`config.mk`:
```
export PLATFORM = sky130hd
export DESIGN_NAME = lagged_fibonacci_prng_unit
export DESIGN_NICKNAME = d
export VERILOG_FILES = /design/src/hw/rtl/lfp_pkg.sv /design/src/hw/rtl/lagged_fibonacci_prng_unit.sv /design/src/hw/rtl/lfp_hist_ram.sv
export SDC_FILE = /design/constraint.sdc
export NUM_CORES = 2
export LEC_CHECK = 0
export BUFFER_PORTS_ARGS = -buffer_cell sky130_fd_sc_hd__buf_2
export CAP_MARGIN = 20
export CORE_ASPECT_RATIO = 1.1
export CORE_UTILIZATION = 45
export CTS_CLUSTER_DIAMETER = 40
export DETAILED_ROUTE_END_ITERATION = 8
export PLACE_DENSITY = 0.63
export SLEW_MARGIN = 20
export SYNTH_ARGS = -nofsm -noshare
export SYNTH_HDL_FRONTEND = slang
export SYNTH_SLANG_ARGS = --single-unit
export TNS_END_PERCENT = 20
```
`constraint.sdc`:
```
create_clock -name clock -period 9.9 [get_ports clock]
set_input_delay 0.495 -clock clock [delete_from_list [all_inputs] [get_ports clock]]
set_output_delay 0.495 -clock clock [all_outputs]
set_load 0.005 [all_outputs]
```
`src/hw/rtl/lfp_pkg.sv`:
```
// ----------------------------------------------------------------------------
// lfp_pkg
// Shared constants and helpers for the lagged Fibonacci word source.
// ----------------------------------------------------------------------------
`default_nettype none

package lfp_pkg;

   localparam int LONG_LAG   = 17;
   localparam int SHORT_LAG  = 5;
   localparam int WORD_BITS  = 31;
   localparam int MUL_BITS   = 15;
   localparam int BIN_BITS   = 5;
   localparam int PTR_BITS   = $clog2(LONG_LAG);
   localparam int CNT_BITS   = $clog2(LONG_LAG + 1);
   localparam int CSR_DATA_BITS = 32;
   localparam int CSR_ADDR_BITS = 3;

   localparam logic [MUL_BITS-1:0] MULTIPLIER = MUL_BITS'(16807);

   // register index decode: byte address 4*i, index taken from paddr[2]
   localparam logic CSR_IDX_SEED = 1'b0;

   localparam logic [WORD_BITS-1:0] SEED_RESET = WORD_BITS'(1);

   typedef logic [WORD_BITS-1:0] word_type;
   typedef logic [PTR_BITS-1:0]  ptr_type;

   // floor(v*20/2^WORD_BITS) == floor(v*5/2^(WORD_BITS-2))
   function automatic logic [BIN_BITS-1:0] bin_of(input word_type v);
      logic [WORD_BITS+2:0] prod;
      prod = {1'b0, v, 2'b00} + {3'b000, v};
      return prod[WORD_BITS+2:WORD_BITS-2];
   endfunction

   // next pointer around the circular history
   function automatic ptr_type ptr_add(input ptr_type p, input ptr_type k);
      logic [PTR_BITS:0] sum;
      sum = {1'b0, p} + {1'b0, k};
      if (sum >= (PTR_BITS + 1)'(LONG_LAG)) begin
         sum = sum - (PTR_BITS + 1)'(LONG_LAG);
      end
      return sum[PTR_BITS-1:0];
   endfunction

endpackage

`default_nettype wire

```
`src/hw/rtl/lagged_fibonacci_prng_unit.sv`:
```
// ----------------------------------------------------------------------------
// lagged_fibonacci_prng_unit
// Additive lagged Fibonacci word source, lags 17 and 5, with uniform bin.
// ----------------------------------------------------------------------------
//  channel   dir  handshake               payload
//  req       in   req_valid / req_stall   req_request
//  rsp       out  rsp_valid / rsp_stall   rsp_value, rsp_bin
//  csr       in   APB psel/penable        seed at byte address 0
//
//  One request per cycle while req_stall is low; a response passes the word stage, then the output register.
//  Word stage prefetches its taps from the 17-entry history RAM via next pointer.
//  Reset clears control; the RAM needs no clearing, the fill count gates it.
//  Response stall backs up into req_stall only once the word stage is full.
// ----------------------------------------------------------------------------
`default_nettype none

module lagged_fibonacci_prng_unit
   import lfp_pkg::*;
(
   input  wire                      clock,
   input  wire                      reset,
   input  wire                      req_valid,
   output logic                     req_stall,
   input  wire                      req_request,
   output logic                     rsp_valid,
   input  wire                      rsp_stall,
   output logic [WORD_BITS-1:0]     rsp_value,
   output logic [BIN_BITS-1:0]      rsp_bin,
   input  wire                      csr_psel,
   input  wire                      csr_penable,
   input  wire                      csr_pwrite,
   input  wire [CSR_ADDR_BITS-1:0]  csr_paddr,
   input  wire [CSR_DATA_BITS-1:0]  csr_pwdata,
   output logic [CSR_DATA_BITS-1:0] csr_prdata,
   output logic                     csr_pready
);

   word_type seed_ff;
   logic [CNT_BITS-1:0] cnt_ff, cnt_in;
   ptr_type  wp_ff, wp_in;
   word_type prev_ff;
   logic     s1_valid_ff, s1_valid_in;
   word_type s1_word_ff;
   logic     rsp_valid_ff, rsp_valid_in;
   word_type rsp_value_ff;
   logic [BIN_BITS-1:0] rsp_bin_ff;

   logic     take_req;
   logic     gen;
   logic     out_free;
   logic     csr_wr;
   word_type word;
   word_type lag_long;
   word_type lag_short;
   ptr_type  rd_addr_b;
   word_type mul_prod;

   // configuration
   assign csr_pready = 1'b1;
   assign csr_wr     = csr_psel && csr_penable && csr_pwrite && csr_pready;

   always_ff @(posedge clock) begin
      if (reset) begin
         seed_ff <= SEED_RESET;
      end else if (csr_wr && (csr_paddr[2] == CSR_IDX_SEED)) begin
         seed_ff <= csr_pwdata[WORD_BITS-1:0];
      end
   end

   always_comb begin
      csr_prdata = '0;
      if (csr_paddr[2] == CSR_IDX_SEED) begin
         csr_prdata = CSR_DATA_BITS'(seed_ff);
      end
   end

   // handshake
   assign out_free  = !rsp_valid_ff || !rsp_stall;
   assign req_stall = s1_valid_ff && !out_free;
   assign take_req  = req_valid && !req_stall;
   assign gen       = take_req && req_request;

   // word generation
   assign mul_prod = prev_ff * WORD_BITS'(MULTIPLIER);

   always_comb begin
      if (cnt_ff == '0) begin
         word = seed_ff;
      end else if (cnt_ff < CNT_BITS'(LONG_LAG)) begin
         word = mul_prod;
      end else begin
         word = lag_long + lag_short;
      end
   end

   always_comb begin
      wp_in  = wp_ff;
      cnt_in = cnt_ff;
      if (gen) begin
         wp_in = ptr_add(wp_ff, PTR_BITS'(1));
         if (cnt_ff < CNT_BITS'(LONG_LAG)) begin
            cnt_in = cnt_ff + CNT_BITS'(1);
         end
      end
   end

   // prefetch the two taps of the next word
   assign rd_addr_b = ptr_add(wp_in, PTR_BITS'(LONG_LAG - SHORT_LAG));

   lfp_hist_ram u_hist (
      .clock     (clock),
      .wr_en     (gen),
      .wr_addr   (wp_ff),
      .wr_data   (word),
      .rd_addr_a (wp_in),
      .rd_addr_b (rd_addr_b),
      .rd_data_a (lag_long),
      .rd_data_b (lag_short)
   );

   always_comb begin
      s1_valid_in = s1_valid_ff;
      if (gen) begin
         s1_valid_in = 1'b1;
      end else if (out_free) begin
         s1_valid_in = 1'b0;
      end
      rsp_valid_in = out_free ? s1_valid_ff : rsp_valid_ff;
   end

   always_ff @(posedge clock) begin
      if (reset) begin
         cnt_ff       <= '0;
         wp_ff        <= '0;
         s1_valid_ff  <= 1'b0;
         rsp_valid_ff <= 1'b0;
      end else begin
         cnt_ff       <= cnt_in;
         wp_ff        <= wp_in;
         s1_valid_ff  <= s1_valid_in;
         rsp_valid_ff <= rsp_valid_in;
      end
   end

   always_ff @(posedge clock) begin
      if (gen) begin
         prev_ff    <= word;
         s1_word_ff <= word;
      end
      if (out_free && s1_valid_ff) begin
         rsp_value_ff <= s1_word_ff;
         rsp_bin_ff   <= bin_of(s1_word_ff);
      end
   end

   assign rsp_valid = rsp_valid_ff;
   assign rsp_value = rsp_value_ff;
   assign rsp_bin   = rsp_bin_ff;

   // checks
   a_cnt_range: assert property (@(posedge clock) disable iff (reset)
      cnt_ff <= CNT_BITS'(LONG_LAG))
      else $error("fill count past long lag");

   a_ptr_tracks_fill: assert property (@(posedge clock) disable iff (reset)
      (cnt_ff < CNT_BITS'(LONG_LAG)) |-> (CNT_BITS'(wp_ff) == cnt_ff))
      else $error("write pointer out of step with fill count");

   a_gen_loads_stage: assert property (@(posedge clock) disable iff (reset)
      gen |=> s1_valid_ff)
      else $error("accepted request lost in word stage");

endmodule

`default_nettype wire

```
`src/hw/rtl/lfp_hist_ram.sv`:
```
// ----------------------------------------------------------------------------
// lfp_hist_ram
// History store: one write port, two registered read ports.
// ----------------------------------------------------------------------------
`default_nettype none

module lfp_hist_ram
   import lfp_pkg::*;
(
   input  wire      clock,
   input  wire      wr_en,
   input  ptr_type  wr_addr,
   input  word_type wr_data,
   input  ptr_type  rd_addr_a,
   input  ptr_type  rd_addr_b,
   output word_type rd_data_a,
   output word_type rd_data_b
);

   word_type hist_mem [LONG_LAG];
   word_type rd_a_ff;
   word_type rd_b_ff;

   always_ff @(posedge clock) begin
      if (wr_en) begin
         hist_mem[wr_addr] <= wr_data;
      end
      rd_a_ff <= hist_mem[rd_addr_a];
      rd_b_ff <= hist_mem[rd_addr_b];
   end

   assign rd_data_a = rd_a_ff;
   assign rd_data_b = rd_b_ff;

endmodule

`default_nettype wire

```
# Word-level counts from Yosys, hierarchy flattened
# Memories as Yosys holds them, arrays and structs flattened. A register that Yosys moved wholly into a read port is not among the register bits.
# Index checks and enable logic that the tools add are counted.
[word_totals]
output_inout_bits = 71
n_memories = 1
wordCells = 46
reg_bits = 110
mem_bits_rw = 527
inputBits = 43
[classes]
addsub = 7
muxes = 10
n_lt_le_gt_ge = 3
n_mul = 1
bitwise_logic = 1
reduce_logical = 15
[mem_list]
columns = ["name", "depth", "word_bits", "read_ports", "rd_clocked_by_memory_dff", "wr", "line", "rtl"]
rows = [
  ["u_hist.hist_mem", 17, 31, 2, 2, 1, "lfp_hist_ram.sv:20", "word_type hist_mem [LONG_LAG];"],
]
[ops]
columns = ["op", "count"]
rows = [
  ["$mux W31", 3],
  ["$add A33 B31 Y34", 1],
  ["$add A31 B31 Y31", 1],
  ["$mul A31 B15 Y31 const B", 1],
  ["$mux W5", 3],
  ["$ge A6 B5 Y1 const B", 2],
  ["$sub A5 B5 Y5 const B", 2],
  ["$logic_and A1 B1 Y1", 7],
  ["$add A5 B1 Y6 const B", 1],
  ["$add A5 B4 Y6 const B", 1],
  ["$add A5 B1 Y5 const B", 1],
  ["$logic_not A5 Y1", 1],
  ["$lt A5 B5 Y1 const B", 1],
  ["$logic_not A1 Y1", 4],
  ["$mux W1", 4],
  ["$reduce_and A2 Y1", 1],
  ["$reduce_bool A2 Y1", 1],
  ["$logic_or A1 B1 Y1", 1],
  ["$not A1 Y1", 1],
]

# Longest topological paths before layout
[logic_depth]
word_depth = 11
depth_mapped = 26
mapped_depth_nobuf = 24

# By module
# From an unflattened synthesis, not the netlist that was laid out.
[hier_totals]
hier_cells = 2638
hier_area_um2 = 38318.0
[modules_own_cells]
columns = ["module", "area_per_inst_um2", "cells_each", "seq_area_each_um2", "n_inst"]
rows = [
  ["lfp_hist_ram", 25369.3, 1216, 17066.4, 1],
  ["lagged_fibonacci_prng_unit", 12948.7, 1422, 2872.8, 1],
]

# Least setup slack after synthesis
# OpenSTA, ideal clock, no wires.
[synth_path]
path_type = "register to register"
startpoint = "reg s1_word_ff[13] (netlist name)"
endpoint = "reg s1_word_ff[28], data pin"
stages_incl_launch_ff = 25
n_path_buf = 0
period_less_slack_ns = 6.790
required_ns = 9.544
slack_ns = 3.110
setup_ns = 0.356
arrival_time_ns = 6.434
path_cell_list = "edfxtp_1 -> inv_1 -> fa_1 -> inv_1 -> ha_1 -> fa_1 -> inv_1 -> fa_1 -> inv_1 -> fa_1 -> inv_1 -> fa_1 -> inv_1 -> ha_1 -> a21o_1 -> a21o_1 -> a21oi_1 -> nand3b_1 -> o211ai_1 -> a21oi_1 -> a211oi_1 -> o21ai_0 -> a21oi_1 -> xor2_1 -> a211oi_1"
[synth_lines]
columns = ["element", "line", "rtl"]
rows = [
  ["end signal, assigned", "lagged_fibonacci_prng_unit.sv:148", "s1_word_ff <= word;"],
  ["end, declared", "lagged_fibonacci_prng_unit.sv:43", "word_type s1_word_ff;"],
]

==> impl_results.rst <==
.. list-table::
   :header-rows: 1

   * - Metric
     - Value
   * - Total vias in the final route
     - 26400
   * - Critical path launch point type
     - register
   * - Vertical die dimension
     - 308 um
   * - CP Cell Sequence
     - inv_1 > fa_1 > inv_1 > ha_1 > fa_1 > inv_1 > fa_1 > inv_1 > fa_1 > inv_1 > fa_1 > inv_1 > ha_1 > a21o_1 > a21o_1 > a21oi_1 > nand3b_1 > o211ai_1 > a21oi_1 > a211oi_1 > o211ai_1 > o21ai_0 > xnor2_1 > a221o_1
   * - Clock tree root buffer cell
     - sky130_fd_sc_hd__clkbuf_16
   * - Final period demand of the worst path
     - 7.46 ns
   * - Clock network latency to the later pin of the worst-skew pair
     - 0.66 ns
   * - Number of optimization iterations in the first detailed-route pass
     - 6
   * - Top-Level Pins
     - 114
   * - Maximum number of pins on one net before global-route repair
     - 127
   * - Post-synth ARST share
     - 0%
   * - Highest-count cells in the layout ignoring fill and taps
     - sky130_fd_sc_hd__edfxtp_1, sky130_fd_sc_hd__nand2_1, sky130_fd_sc_hd__inv_1, sky130_fd_sc_hd__ha_1, sky130_fd_sc_hd__nor2_1
   * - Maximum root-to-sink buffer count
     - 3
   * - CTS hold repair buffers
     - 0
   * - Drt wl/cell
     - 23.4 um
   * - Overall die width
     - 280 um
   * - Biggest cell delay along the critical path
     - 0.66 ns
   * - Antenna violations before repair
     - 2
   * - Number of sinks on the clock net
     - 699
   * - CTS tree
     - done
   * - Aggregate negative setup slack
     - 0 ns
   * - Number of distinct standard cells referenced by the synthesized netlist
     - 75
   * - Final RePlAce weighted congestion
     - 0.850
   * - First-pass GRT wire length
     - 159 mm
   * - Fraction of final layout cells with drive strength greater than 1
     - 15.5%
   * - Setup repair after global routing missed its margin
     - no
   * - Congestion Overflow GR
     - 0
   * - Via count of the first global-routing pass
     - 26100
   * - Endpoint kind of the worst setup timing path
     - register
   * - DRC violations left
     - 0
   * - Total Routed Length
     - 106 mm
   * - Clock input transition at the sequential cells of the worst setup and hold paths
     - 0.06 ns
   * - Highest-delay cell along the critical path
     - sky130_fd_sc_hd__a211oi_1
   * - Max_cap viols
     - 0
   * - Max Fanout on Critical Path
     - 18
   * - Clk_skew
     - 0.0214 ns
   * - Net count after synthesis
     - 3573
   * - Hold Crit Depth
     - 3
   * - Outcome
     - completed
   * - Worst relative slew slack
     - 28.4%
   * - Most used flip-flop cell after synthesis
     - sky130_fd_sc_hd__edfxtp_1
   * - Average size of a mapped cell
     - 11.9 um2
   * - Setup violations, final
     - 0
   * - Most frequent cell on the critical path
     - sky130_fd_sc_hd__inv_1
   * - Hold Path Class
     - in -> reg
   * - Antenna Violating Nets Remaining
     - 0
   * - Initial cell density of the core
     - 45.7%
   * - Register area share after synthesis
     - 52.1%
   * - Area growth syn-to-layout
     - 13.8%
   * - Number of input and output port buffers inserted
     - 108
   * - Syn Std Cell Area
     - 38200 um2
   * - Number of clock buffers inserted by TritonCTS
     - 92
   * - Total number of nets in the final design
     - 3671
   * - Share of the cycle needed by the critical path after routing
     - 75.4%
   * - Arrival time at the worst endpoint
     - 7.81 ns
   * - Total die area
     - 86200 um2
   * - Total Routing Usage GR
     - 24.8%
   * - Gates resized, CTS repair
     - 0
   * - CORE AREA
     - 83700 um2
   * - EDFF count, synth
     - 594
   * - Post-synthesis register bit count
     - 699
   * - Logic depth of the worst register-to-register path
     - 24
   * - Slew at the pin closest to its max-slew limit
     - 1.07 ns
   * - Detail-routed via count per cell
     - 5.83
   * - Post-CTS setup buffer count
     - 0
   * - Number of design-rule violations left by the first detailed-router iteration
     - 2617
   * - Pins over their slew limit
     - 0
   * - CTS H-Tree Depth
     - 3
   * - Final hold violations
     - 0
   * - Commonest non-fill, non-tap cell in the layout
     - sky130_fd_sc_hd__edfxtp_1
   * - Req. time, crit path
     - 10.25 ns
   * - Yosys warnings
     - 0
   * - Class of the most critical setup path
     - reg -> reg
   * - Achievable Freq
     - 134 MHz
   * - Cells after Synth
     - 3220
   * - Detailed Place HPWL
     - 63.7 mm
   * - Number of rows in the core area
     - 111
per-layer routing:
| layer | track usage [%] | part of all wire [%] |
|---|---|---|
| met3 | 3.56 | 7.1 |
| met5 | 0 | 0 |
| met2 | 44.4 | 51 |
| met4 | 10.0 | 4.0 |
| met1 | 29.9 | 38 |
worst max-delay path: cells and delay by family (launching register included):
kind	cells	cell delay (ns)
compound gates	9	2.63
xor+xnor	1	0.15
fa+ha+maj	7	3.19
buf+inv	6	0.45
flops	1	0.60
simple gates	1	0.13
final cells by class:
type,count,area (um2)
diodes,1,2.50
clock buffers,100,2350
clock inverters,74,852
fillers,7274,40200
inverters,234,878
multi-input cells,2114,17000
flip-flops and latches,699,19900
well taps,1130,1410
repair buffers,177,1090
cells in the mapped netlist, drive strengths merged (97+ instances only):
cell    instances  area share [%]
edfxtp        594              47
nand2         556             5.5
inv           233             2.3
ha            201             6.6
nor2          188             1.9
mux4          124             7.3
o21ai         120             1.6
nand3         111             1.5
fa            109             5.7
a21oi         108             1.4
dfxtp         105             5.5
clkbuf         97            0.95
state kept, by name (all words and copies together), names as in the netlist:
register,cells
seed_ff,31
s1_valid_ff,1
rsp_valid,1
u_hist.rd_data_a,31
u_hist.hist_mem,527
u_hist.rd_data_b,31
cnt_ff,5
s1_word_ff,31
rsp_value,31
rsp_bin,5
wp_ff,5
metrics by stage:
step | instance area, um2 | hold WS [ns] | utilization, % | setup WS, ns | std cells
floorplan | 38200 | 0.444 | - | 3.11 | 3220
global placement | 40300 | 0.458 | 48.1 | 2.32 | 4353
detailed placement | 40300 | 0.462 | 48.1 | 2.21 | 4353
CTS | 43500 | 0.0411 | 51.9 | 2.16 | 4527
global route | 43500 | 0.0641 | 52.0 | 2.08 | 4528
finish | 43500 | 0.0730 | 52.0 | 2.44 | 4529
path summary, 6_finish.rpt:
kind	startpoint	slack [ns]	to
worst min register to register	u_hist.hist_mem[16][2]	0.48	u_hist.rd_data_a[2]
worst min-delay path	csr_pwdata[11]	0.07	seed_ff[11]
worst max register to register	s1_word_ff[13]	2.44	u_hist.hist_mem[14][30]
worst max-delay path	s1_word_ff[13]	2.44	u_hist.hist_mem[14][30]
cells by family (layout without fill, tap and decap cells):
group,count (synthesis),in the layout,share of synthesized area [%]
compound gates,505,505,8.79
xor+xnor,69,69,1.60
fa+ha+maj,310,310,12.3
buf+inv,407,585,4.24
flops,699,699,52.1
mux,193,193,9.11
other cells,2,3,0.0196
simple gates,1035,1035,11.8
Power is not shown: default switching activity piles up to over one toggle a cycle in this logic, so the estimate is an artifact.
